## src/rtl/flash_wear_level_placer_unit_defines.svh

```systemverilog
// Assertion macros shared by the flash wear-level placer RTL.
`ifndef FLASH_WEAR_LEVEL_PLACER_UNIT_DEFINES_SVH
`define FLASH_WEAR_LEVEL_PLACER_UNIT_DEFINES_SVH

// Same-cycle implication, sampled on clk, off during reset.
`define FLWP_ASSERT_NOW(label, ante, cons) \
	label: assert property (@(posedge clk) disable iff (!arst_n) (ante) |-> (cons)) \
		else $error("flwp check failed: same-cycle implication");

// Next-cycle implication, sampled on clk, off during reset.
`define FLWP_ASSERT_NEXT(label, ante, cons) \
	label: assert property (@(posedge clk) disable iff (!arst_n) (ante) |=> (cons)) \
		else $error("flwp check failed: next-cycle implication");

`endif

```

## src/rtl/flwp_pkg.sv

```systemverilog
// Types, constants and helpers shared by the wear-level placer modules.
`default_nettype none
package flwp_pkg;

	localparam int NUM_SECTORS  = 8;
	localparam int SEC_W        = $clog2(NUM_SECTORS);
	localparam int SECTOR_BYTES = 4096;
	localparam int FILL_W       = $clog2(SECTOR_BYTES + 1);
	localparam int LEN_W        = 13;
	localparam int CNT_W        = 32;
	localparam int SUM_W        = ((FILL_W > LEN_W) ? FILL_W : LEN_W) + 1;

	localparam logic [SUM_W-1:0] SECTOR_LIMIT = SUM_W'(SECTOR_BYTES);
	localparam logic [CNT_W-1:0] CNT_MAX      = '1;
	localparam logic [CNT_W-1:0] THRESH_RESET = CNT_W'(1000);
	localparam logic [SEC_W-1:0] LAST_SECTOR  = SEC_W'(NUM_SECTORS - 1);

	typedef enum logic [2:0] {
		ST_IDLE,
		ST_CHECK,
		ST_SEED,
		ST_SCAN,
		ST_DECIDE,
		ST_WRITE
	} state_t;

	// Controller to datapath
	typedef struct packed {
		logic load;    // take the request, read the active sector
		logic check;   // judge the active sector, read its successor
		logic seed;    // successor becomes the first candidate
		logic scan;    // compare one scanned sector
		logic write;   // commit the placement
		logic refuse;  // report a refused request
	} cmd_t;

	// Datapath to controller
	typedef struct packed {
		logic rotate;
		logic scan_last;
		logic best_fits;
	} stat_t;

	typedef struct packed {
		logic [FILL_W-1:0] fill;
		logic [CNT_W-1:0]  cnt;
	} entry_t;

	function automatic logic fits(input logic [FILL_W-1:0] fill,
	                              input logic [LEN_W-1:0] len);
		logic [SUM_W-1:0] sum;
		sum = SUM_W'(fill) + SUM_W'(len);
		return sum <= SECTOR_LIMIT;
	endfunction

endpackage
`default_nettype wire

```

## src/rtl/flwp_ctrl.sv

```systemverilog
// Sequencer for one placement: check, optional rotation scan, commit or refuse.
`default_nettype none
module flwp_ctrl (
	input  wire logic          clk,
	input  wire logic          arst_n,
	input  wire logic          start,
	input  wire flwp_pkg::stat_t stat,
	output flwp_pkg::cmd_t     cmd,
	output logic               busy
);

	flwp_pkg::state_t state_q, state_d;

	always_ff @(posedge clk or negedge arst_n) begin
		if (!arst_n) begin
			state_q <= flwp_pkg::ST_IDLE;
		end else begin
			state_q <= state_d;
		end
	end

	always_comb begin
		state_d = state_q;
		case (state_q)
			flwp_pkg::ST_IDLE: begin
				if (start) state_d = flwp_pkg::ST_CHECK;
			end
			flwp_pkg::ST_CHECK: begin
				state_d = stat.rotate ? flwp_pkg::ST_SEED : flwp_pkg::ST_WRITE;
			end
			flwp_pkg::ST_SEED: begin
				state_d = flwp_pkg::ST_SCAN;
			end
			flwp_pkg::ST_SCAN: begin
				if (stat.scan_last) state_d = flwp_pkg::ST_DECIDE;
			end
			flwp_pkg::ST_DECIDE: begin
				state_d = stat.best_fits ? flwp_pkg::ST_WRITE : flwp_pkg::ST_IDLE;
			end
			flwp_pkg::ST_WRITE: begin
				state_d = flwp_pkg::ST_IDLE;
			end
			default: begin
				state_d = flwp_pkg::ST_IDLE;
			end
		endcase
	end

	always_comb begin
		cmd  = '0;
		busy = 1'b1;
		case (state_q)
			flwp_pkg::ST_IDLE: begin
				busy     = 1'b0;
				cmd.load = start;
			end
			flwp_pkg::ST_CHECK: begin
				cmd.check = 1'b1;
			end
			flwp_pkg::ST_SEED: begin
				cmd.seed = 1'b1;
			end
			flwp_pkg::ST_SCAN: begin
				cmd.scan = 1'b1;
			end
			flwp_pkg::ST_DECIDE: begin
				cmd.refuse = !stat.best_fits;
			end
			flwp_pkg::ST_WRITE: begin
				cmd.write = 1'b1;
			end
			default: begin
				busy = 1'b0;
			end
		endcase
	end

endmodule
`default_nettype wire

```

## src/rtl/flwp_dpath.sv

```systemverilog
// Sector store, candidate scan registers, threshold register and result registers.
`default_nettype none
module flwp_dpath (
	input  wire logic                         clk,
	input  wire logic                         arst_n,
	input  wire flwp_pkg::cmd_t               cmd,
	output flwp_pkg::stat_t                   stat,
	input  wire logic [flwp_pkg::LEN_W-1:0]   length,
	input  wire logic                         cfg_valid,
	input  wire logic [flwp_pkg::CNT_W-1:0]   cfg_data,
	output logic                              done,
	output logic                              accepted,
	output logic [flwp_pkg::SEC_W-1:0]        sector,
	output logic [flwp_pkg::FILL_W-1:0]       offset,
	output logic [flwp_pkg::CNT_W-1:0]        sector_writes
);

	// sector store: one read and one write port, unwritten entries read as zero
	flwp_pkg::entry_t mem [flwp_pkg::NUM_SECTORS];
	logic [flwp_pkg::NUM_SECTORS-1:0] vld_q;
	flwp_pkg::entry_t rdata_q;
	logic [flwp_pkg::SEC_W-1:0] rd_addr;

	logic [flwp_pkg::CNT_W-1:0]  thresh_q;
	logic [flwp_pkg::SEC_W-1:0]  active_q;
	logic [flwp_pkg::LEN_W-1:0]  len_q;
	logic [flwp_pkg::SEC_W-1:0]  scan_q;
	logic [flwp_pkg::SEC_W-1:0]  rd_idx_s1;
	logic [flwp_pkg::SEC_W-1:0]  best_idx_q;
	logic [flwp_pkg::FILL_W-1:0] best_fill_q;
	logic [flwp_pkg::CNT_W-1:0]  best_cnt_q;
	logic [flwp_pkg::CNT_W-1:0]  act_cnt_q;

	logic [flwp_pkg::SEC_W-1:0]  next_idx;
	logic [flwp_pkg::CNT_W-1:0]  cnt_inc;
	logic [flwp_pkg::SUM_W-1:0]  fill_sum;
	flwp_pkg::entry_t            wdata;
	logic                        better;

	logic                        done_q;
	logic                        accepted_q;
	logic [flwp_pkg::SEC_W-1:0]  sector_q;
	logic [flwp_pkg::FILL_W-1:0] offset_q;
	logic [flwp_pkg::CNT_W-1:0]  writes_q;

	assign next_idx = (active_q == flwp_pkg::LAST_SECTOR) ? '0 : active_q + 1'b1;
	assign cnt_inc  = (best_cnt_q == flwp_pkg::CNT_MAX) ? best_cnt_q : best_cnt_q + 1'b1;
	assign fill_sum = flwp_pkg::SUM_W'(best_fill_q) + flwp_pkg::SUM_W'(len_q);
	assign wdata.fill = fill_sum[flwp_pkg::FILL_W-1:0];
	assign wdata.cnt  = cnt_inc;
	assign better     = (rd_idx_s1 != active_q) && (rdata_q.cnt < best_cnt_q);

	assign stat.rotate    = (rdata_q.cnt >= thresh_q) || !flwp_pkg::fits(rdata_q.fill, len_q);
	assign stat.scan_last = (rd_idx_s1 == flwp_pkg::LAST_SECTOR);
	assign stat.best_fits = flwp_pkg::fits(best_fill_q, len_q);

	always_comb begin
		rd_addr = active_q;
		if (cmd.check) begin
			rd_addr = next_idx;
		end else if (cmd.seed || cmd.scan) begin
			rd_addr = scan_q;
		end
	end

	always_ff @(posedge clk) begin
		rdata_q <= vld_q[rd_addr] ? mem[rd_addr] : '0;
		if (cmd.write) mem[best_idx_q] <= wdata;
	end

	always_ff @(posedge clk or negedge arst_n) begin
		if (!arst_n) begin
			vld_q    <= '0;
			thresh_q <= flwp_pkg::THRESH_RESET;
			active_q <= '0;
			done_q   <= 1'b0;
		end else begin
			if (cfg_valid) thresh_q <= cfg_data;
			if (cmd.write) begin
				vld_q[best_idx_q] <= 1'b1;
				active_q          <= best_idx_q;
			end
			done_q <= cmd.write || cmd.refuse;
		end
	end

	always_ff @(posedge clk) begin
		if (cmd.load) len_q <= length;
		if (cmd.check) begin
			act_cnt_q   <= rdata_q.cnt;
			best_idx_q  <= active_q;
			best_fill_q <= rdata_q.fill;
			best_cnt_q  <= rdata_q.cnt;
			scan_q      <= '0;
		end
		if (cmd.seed) begin
			best_idx_q  <= next_idx;
			best_fill_q <= rdata_q.fill;
			best_cnt_q  <= rdata_q.cnt;
		end
		if (cmd.seed || cmd.scan) begin
			scan_q    <= scan_q + 1'b1;
			rd_idx_s1 <= scan_q;
		end
		if (cmd.scan && better) begin
			best_idx_q  <= rd_idx_s1;
			best_fill_q <= rdata_q.fill;
			best_cnt_q  <= rdata_q.cnt;
		end
		if (cmd.write) begin
			accepted_q <= 1'b1;
			sector_q   <= best_idx_q;
			offset_q   <= best_fill_q;
			writes_q   <= cnt_inc;
		end else if (cmd.refuse) begin
			accepted_q <= 1'b0;
			sector_q   <= active_q;
			offset_q   <= '0;
			writes_q   <= act_cnt_q;
		end
	end

	assign done          = done_q;
	assign accepted      = accepted_q;
	assign sector        = sector_q;
	assign offset        = offset_q;
	assign sector_writes = writes_q;

endmodule
`default_nettype wire

```

## src/rtl/flash_wear_level_placer_unit.sv

```systemverilog
// Top level of the flash wear-level placer: controller plus datapath.
//
//  channel   handshake                 payload
//  request   start && !busy            length
//  result    done (one-cycle strobe)   accepted, sector, offset, sector_writes
//  config    cfg_valid && cfg_ready    cfg_data (wear threshold)
//
// A request that stays on the active sector passes from accept through the check
// and write states to done. A rotation reads the successor and then scans all 8
// sectors through the single store read port, one per cycle. Reset clears the
// active sector, fill positions, write counts and sets the threshold to 1000;
// the store needs no clearing pass. The result strobe cannot be stalled; the next
// request may start in its cycle.
`default_nettype none
`include "flash_wear_level_placer_unit_defines.svh"
module flash_wear_level_placer_unit (
	input  wire logic                        clk,
	input  wire logic                        arst_n,
	input  wire logic                        start,
	output logic                             busy,
	input  wire logic [flwp_pkg::LEN_W-1:0]  length,
	output logic                             done,
	output logic                             accepted,
	output logic [flwp_pkg::SEC_W-1:0]       sector,
	output logic [flwp_pkg::FILL_W-1:0]      offset,
	output logic [flwp_pkg::CNT_W-1:0]       sector_writes,
	input  wire logic                        cfg_valid,
	output logic                             cfg_ready,
	input  wire logic [flwp_pkg::CNT_W-1:0]  cfg_data
);

	flwp_pkg::cmd_t  cmd;
	flwp_pkg::stat_t stat;

	assign cfg_ready = 1'b1;

	flwp_ctrl u_ctrl (
		.clk    (clk),
		.arst_n (arst_n),
		.start  (start),
		.stat   (stat),
		.cmd    (cmd),
		.busy   (busy)
	);

	flwp_dpath u_dpath (
		.clk           (clk),
		.arst_n        (arst_n),
		.cmd           (cmd),
		.stat          (stat),
		.length        (length),
		.cfg_valid     (cfg_valid && cfg_ready),
		.cfg_data      (cfg_data),
		.done          (done),
		.accepted      (accepted),
		.sector        (sector),
		.offset        (offset),
		.sector_writes (sector_writes)
	);

	`FLWP_ASSERT_NEXT(a_accept_goes_busy, start && !busy, busy)
	`FLWP_ASSERT_NOW(a_done_when_idle, done, !busy)
	`FLWP_ASSERT_NOW(a_placed_counts, done && accepted, sector_writes != '0)
	`FLWP_ASSERT_NOW(a_refused_offset, done && !accepted, offset == '0)
	`FLWP_ASSERT_NOW(a_commit_fits, cmd.write, stat.best_fits)

endmodule
`default_nettype wire
```

## config.mk

```make
export PLATFORM = sky130hd
export DESIGN_NAME = flash_wear_level_placer_unit
export DESIGN_NICKNAME = d
export VERILOG_FILES = /design/src/rtl/flwp_pkg.sv /design/src/rtl/flwp_ctrl.sv /design/src/rtl/flwp_dpath.sv /design/src/rtl/flash_wear_level_placer_unit.sv
export VERILOG_INCLUDE_DIRS = /design/src /design/src/rtl
export SDC_FILE = /design/constraint.sdc
export NUM_CORES = 1
export LEC_CHECK = 0
export BUFFER_PORTS_ARGS = -buffer_cell sky130_fd_sc_hd__buf_2
export CORE_MARGIN = 2
export CORE_UTILIZATION = 55
export CTS_CLUSTER_DIAMETER = 30
export DETAILED_ROUTE_END_ITERATION = 8
export GPL_TIMING_DRIVEN = 0
export PLACE_DENSITY_LB_ADDON = 0.05
export SYNTH_ARGS = -nofsm -noshare
export SYNTH_HDL_FRONTEND = slang
export SYNTH_SLANG_ARGS = --single-unit
```

## constraint.sdc

```tcl
create_clock -name clk -period 10.7 [get_ports clk]
set_clock_uncertainty 0.1 [all_clocks]
set_input_delay 2.14 -clock clk [delete_from_list [all_inputs] [get_ports clk]]
set_output_delay 2.14 -clock clk [all_outputs]
set_load 0.05 [all_outputs]
```

==> Word level (Yosys, flattened, before mapping) <==
Memory sizes are Yosys's and may differ from the RTL's. A register that Yosys moved wholly into a read port is not among the register bits.
Index checks and enable logic that the tools add are counted.
{ "op_classes": {"muxes": 39, "bitwise_logic": 1, "reduce_logical": 15, "add_sub_neg": 5, "n_eq_ne": 11, "order_cmp": 7} }
{ "ops": {"columns": ["cell", "n"], "rows": [
  ["2-to-1 mux 32 bit", 6],
  ["2-to-1 mux 13 bit", 5],
  ["2-to-1 mux 3 bit", 14],
  ["adder 32 x 1 -> 32 bit (second input constant)", 1],
  ["equality test 32 bit (second input constant)", 1],
  ["greater-or-equal comparator 32 bit", 1],
  ["< comparator 32 bit", 1],
  ["adder 13 x 13 -> 14 bit", 2],
  ["less-or-equal comparator 14 x 13 -> 1 bit (second input constant)", 2],
  ["case mux 3 bit (5 select lines)", 1],
  ["equality test 3 bit (second input constant)", 4],
  ["2-to-1 mux 1 bit", 11],
  ["< comparator 3 x 4 -> 1 bit (second input constant)", 2],
  ["OR 8 bit", 1],
  ["adder 3 x 1 -> 3 bit (second input constant)", 2],
  ["equality test 3 x 2 -> 1 bit (second input constant)", 2],
  ["OR reduction 5 bit", 1],
  ["inequality test 2 bit (second input constant)", 2],
  ["nonzero test 2 bit", 2],
  ["binary-select mux 1 bit (select 3 bit)", 1],
  ["demux 1 bit (select 3 bit)", 1],
  ["equality test 3 x 1 -> 1 bit (second input constant)", 1],
  ["greater-or-equal comparator 3 x 1 -> 1 bit (second input constant)", 1],
  ["logical AND 1 bit", 3],
  ["6 further kinds", 10]
]} }
{ "totals": {"inputBits": 49, "out_inout_bits": 52, "elab_cells": 95, "n_memories": 1, "register_bits": 195, "ramBits": 360} }
{ "mem_list": {"columns": ["name", "words", "width", "read_ports", "rd_ports_with_merged_regs", "write_ports", "line", "source"], "rows": [
  ["u_dpath.mem", 8, 45, 1, 1, 1, "flwp_dpath.sv:19", "flwp_pkg::entry_t mem [flwp_pkg::NUM_SECTORS];"]
]} }

==> Depth between registers and ports, before layout <==
{ "depth": {"ltp_word": 8, "mapped_depth": 12, "mapped_depth_nobuf": 11} }

==> Hierarchy <==
Synthesis repeated with hierarchy kept, for this count alone.
{ "unflattened": {"hier_cells": 2016, "hier_area_um2": 25491.9} }
{ "modules_own_cells": {"columns": ["module", "n_inst", "cells_per_inst", "area_each_um2", "seq_area_each_um2"], "rows": [
  ["flwp_dpath", 1, 1983, 25216.7, 17254.0],
  ["flwp_ctrl", 1, 31, 264.0, 75.1],
  ["flash_wear_level_placer_unit", 1, 2, 11.3, 0.0]
]} }

==> Worst setup path after synthesis <==
OpenSTA, ideal clock, no wires.
{ "synth_timing": {"path_kind": "reg2reg", "startpoint": "register u_ctrl.state_q[2]", "endpoint": "register u_dpath.vld_q[0] (netlist bit)", "setup_ns": 0.091, "slack_ns": 4.780, "path_buffers": 0, "period_less_slack_ns": 5.920, "t_arrival_ns": 5.728, "required_ns": 10.509, "stages_incl_launch_ff": 6, "path_cell_list": "dfrtp_1 -> inv_1 -> nor2_1 -> nand2_1 -> nor4_1 -> or2_2"} }
{ "synth_between": {"elab_chain_cells": 2} }
{ "synth_lines": {"columns": ["element", "line", "source"], "rows": [
  ["from (decl)", "flwp_ctrl.sv:12", "flwp_pkg::state_t state_q, state_d;"],
  ["from (signal assigned)", "flwp_ctrl.sv:16", "state_q <= flwp_pkg::ST_IDLE;"],
  ["from (signal assigned)", "flwp_ctrl.sv:18", "state_q <= state_d;"],
  ["equality test 3 bit", "flwp_ctrl.sv:52", "case (state_q)"],
  ["2-to-1 mux 1 bit", "flwp_ctrl.sv:52", null],
  ["to (signal assigned)", "flwp_dpath.sv:73", "vld_q <= '0;"],
  ["to (signal, indexed assignment)", "flwp_dpath.sv:80", "vld_q[best_idx_q] <= 1'b1;"],
  ["to (decl)", "flwp_dpath.sv:20", "logic [flwp_pkg::NUM_SECTORS-1:0] vld_q;"]
]} }
No other way between the ends.
A chain may end at the register's enable or synchronous reset.

==> Worst setup path in the final report <==
{ "layout_timing": {"startpoint": "register u_dpath.best_cnt_q[13] (netlist bit)", "endpoint": "register u_dpath.best_cnt_q[10] (netlist bit) (enable)"} }
{ "layout_between": {"elab_chain_cells": 4} }
{ "layout_lines": {"columns": ["element", "line", "source"], "rows": [
  ["from (decl)", "flwp_dpath.sv:31", "logic [flwp_pkg::CNT_W-1:0] best_cnt_q;"],
  ["from (signal assigned)", "flwp_dpath.sv:93", "best_cnt_q <= rdata_q.cnt;"],
  ["from (signal assigned)", "flwp_dpath.sv:99", "best_cnt_q <= rdata_q.cnt;"],
  ["from (signal assigned)", "flwp_dpath.sv:108", "best_cnt_q <= rdata_q.cnt;"],
  ["< comparator 32 bit", "flwp_dpath.sv:51", "assign better = (rd_idx_s1 != active_q) && (rdata_q.cnt < best_cnt_q);"],
  ["logical AND 1 bit", "flwp_dpath.sv:51", null],
  ["logical AND 1 bit", "flwp_dpath.sv:105", "if (cmd.scan && better) begin"],
  ["nonzero test 3 bit (no source line)", null, null]
]} }
No other way between the ends.

==> flow_summary_export.csv <==
group,metric,value,unit
status,status,"finished, final reports clean",
synthesis,synth_top_family_by_area,"simple AND/OR/NAND/NOR gates",
synthesis,synth_nets,2221,
clock_network,cts.sinks,600,
clock_network,clk_path_buf_depth,3,
clock_network,cts_tree,"built",
power_and_ir_drop,p_leak,12.17,nW
synthesis,synth_fa_ha_area_frac,0.04793,
timing,rsz0062_at_grt,"false",
synthesis,synth_cells,2076,
routing,vias,17557,
die,die-area,0.04787,mm²
routing,wirelength,69680,µm
cells_and_area,antennaDiodeCount,0,
routing,antenna_left,0,
synthesis,ys_seq_area_frac,0.6829,
cells_and_area,final_common_cell,"edfxtp_1",
worst_setup_path,crit_required,10.94,ns
synthesis,synth_compound_area_frac,0.05192,
global_route,grt_pass1_vias,17699,
die,fp.dieH,218.8,µm
clock_network,cts_max_level,3,
worst_setup_path,criticalPathCategory,"flip-flop to flip-flop",
timing,finalHoldViolCount,0,
timing,fmax,204.0,MHz
cells_and_area,nNetsFinal,2475,
synthesis,synth-main-ff-cell,"edfxtp_1",
timing,max_slew_margin,0.07850,
synthesis,synth_top_area_frac,0.6000,
placed_design,place_congestion,0.8391,
clock_network,postCtsSetupBuffers,0,
die,boundaryPins,101,
clock_network,cts_root_buf,"clkbuf_16",
synthesis,synth.distinct_cells,65,
clock_network,cts_hold_buf,0,
synthesis,ys_warn_count,0,
die,std_cell_rows,78,
clock_network,clk_pin_slew,0.05,ns
timing,final.setup.tns,0,ns
clock_network,clock_latency,0.65,ns
routing,viasPerCell,5.785,
synthesis,synth_edf_count,507,
timing,period_share,0.4581,
placed_design,portBuffers,98,
hold_path,min_path_type,"flip-flop to flip-flop",
cells_and_area,fin_cells,3035,
synthesis,synth-xor-area-share,0.01790,
cells_and_area,drive_gt1_frac,0.1647,
global_route,grt_use_total,0.2968,
global_route,grt-ovfl-total,0,
worst_setup_path,cp_max_fo,26,
worst_setup_path,critPathArrivalTime,5.14,ns
timing,worst_slew_pin_slew,1.373,ns
synthesis,synth_seq_cells,600,
die,die_width,218.8,µm
global_route,grt_max_degree,48,
clock_network,cts_resized,0,
worst_setup_path,cp-start-kind,"flip-flop",
cells_and_area,syn_to_final_growth,23.81,%
placed_design,dp.cells,2810,
routing,routedWlPerCell,22.96,µm
synthesis,yosys-top-cells-area,"edfxtp_1 60%, nand2_1 6.7%, nand3_1 5.7%",
synthesis,synth_simple_gate_area_frac,0.1613,
die,core_area,0.04548,mm²
worst_setup_path,end_kind,"flip-flop",
timing,setup_viol,0,
synthesis,syn_area,0.02538,mm²
timing,slew_violations,0,
routing,first_pass_iters,5,
synthesis,async_reset_ff_frac,0.07833,
placed_design,place_hpwl,46520,µm
cells_and_area,final_cell_mix,"507 x edfxtp_1, 455 x nand2_1, 289 x nand3_1",
die,initial_core_util,0.5580,
routing,drtIter0Drc,1740,
global_route,grt_pass1_wl,104500,µm
routing,route.detailed.drc,0,
global_route,antenna_found_initial,2,
clock_network,numCtsBuffers,118,
timing,fin_crit,4.902,ns
synthesis,muxShareOfSynthArea,0.01272,
power_and_ir_drop,vdd_drop_max,0.0002312,V
flow_run,maxCapViolCount,0,
synthesis,syn_area_per_cell,12.22,µm²
power_and_ir_drop,pwr_density_cell,372.1,mW/mm²
synthesis,synth.largest_area_cell,"edfxtp_1",
==> through the flow <==
step                      hold WS (ns)  power (mW)  cell area (µm²)    util  setup WS [ns]
after floorplan                 0.3123       6.155            25380       -          4.780
after global placement          0.3416       7.586            26620  0.5853        -0.2164
after detailed placement        0.3424       7.745            27120  0.5963          5.897
after CTS                       0.3529       11.68            31420  0.6908          5.827
after global routing            0.3708       12.24            31420  0.6908          5.589
final                           0.3479       11.69            31420  0.6908          5.798
==> power breakdown <==
part           switching, mW  total [mW]  internal [mW]
Combinational           3.07        4.24           1.18
Sequential             0.229        3.55           3.32
Clock                   1.21        3.90           2.69
==> final timing paths <==
path,startpoint,to,slack [ns],depth (start not counted)
setup / recovery,u_dpath.best_cnt_q[13]$_DFFE_PP_,u_dpath.best_cnt_q[10]$_DFFE_PP_,5.80,10
hold / removal,u_dpath.rdata_q[35]$_SDFF_PN0_,u_dpath.best_fill_q[3]$_DFFE_PP_,0.35,0
setup reg to reg,u_dpath.best_cnt_q[13]$_DFFE_PP_,u_dpath.best_cnt_q[10]$_DFFE_PP_,5.80,10
hold reg to reg,u_dpath.rdata_q[35]$_SDFF_PN0_,u_dpath.best_fill_q[3]$_DFFE_PP_,0.35,0
max in group asynchronous,arst_n,u_dpath.thresh_q[30]$_DFFE_PN0P_,8.45,1
min in group asynchronous,arst_n,u_dpath.thresh_q[0]$_DFFE_PN0P_,1.48,1
==> per-layer routing <==
layer | up-vias | GRT usage | routed length (µm)
met5 | - | 0 | 0
met4 | 0 | 0.1077 | 1991
met3 | 112 | 0.05322 | 5215
met2 | 748 | 0.4601 | 31960
met1 | 8646 | 0.4237 | 30520
li1 | 8051 | - | -
==> cell type report <==
class,instances,area (µm²)
clock inverters,74,1003
multi-input cells,1309,7475
fillers,3293,14060
repair buffers,134,928.4
plain buffers,94,365.4
well taps,600,750.7
clock buffers,151,3292
inverters,73,274.0
flip-flops and latches,600,17330
==> Yosys cell counts, drive strengths merged (9+ instances only) <==
library cell	n
edfxtp	507
nand2	455
nand3	289
ha	94
clkbuf	83
a21oi	77
inv	73
nor2	68
o21ai	60
dfxtp	46
xnor2	42
dfrtp	41
mux2	26
nor3	26
a21o	21
and3	18
nand4	16
buf	11
and2	9
or2	9
xor2	9
==> registers in the layout, indices dropped and copies added, names as in the netlist, 3 cells and up <==
register / count
u_dpath.scan_q: 3
u_dpath.vld_q: 8
u_dpath.offset: 13
u_dpath.active_q: 3
u_dpath.best_cnt_q: 32
u_dpath.len_q: 13
u_dpath.sector_writes: 32
u_ctrl.state_q: 3
u_dpath.best_idx_q: 3
u_dpath.best_fill_q: 13
u_dpath.thresh_q: 32
u_dpath.rdata_q: 45
u_dpath.rd_idx_s1: 3
u_dpath.act_cnt_q: 32
u_dpath.sector: 3
u_dpath.mem: 360
==> cell families (layout without fill, tap and decap cells) <==
family	after synthesis	count (layout)
fa+ha+maj	96	96
buf+inv	167	526
compound gates	215	215
other cells	1	1
xor+xnor	51	51
simple gates	917	917
flops	600	600
mux	29	29
==> critical path, cell delays in order (launching register included) <==
cell and delay (ns):
edfxtp_1 0.42, inv_1 0.07, ha_1 0.35, a2111oi_0 0.49
o21ai_0 0.29, nor3_1 0.36, o21a_1 0.23, nor3_1 0.16
a311oi_1 1.12, a21o_2 0.65, buf_12 0.28
(Power assumes the default switching activity.)
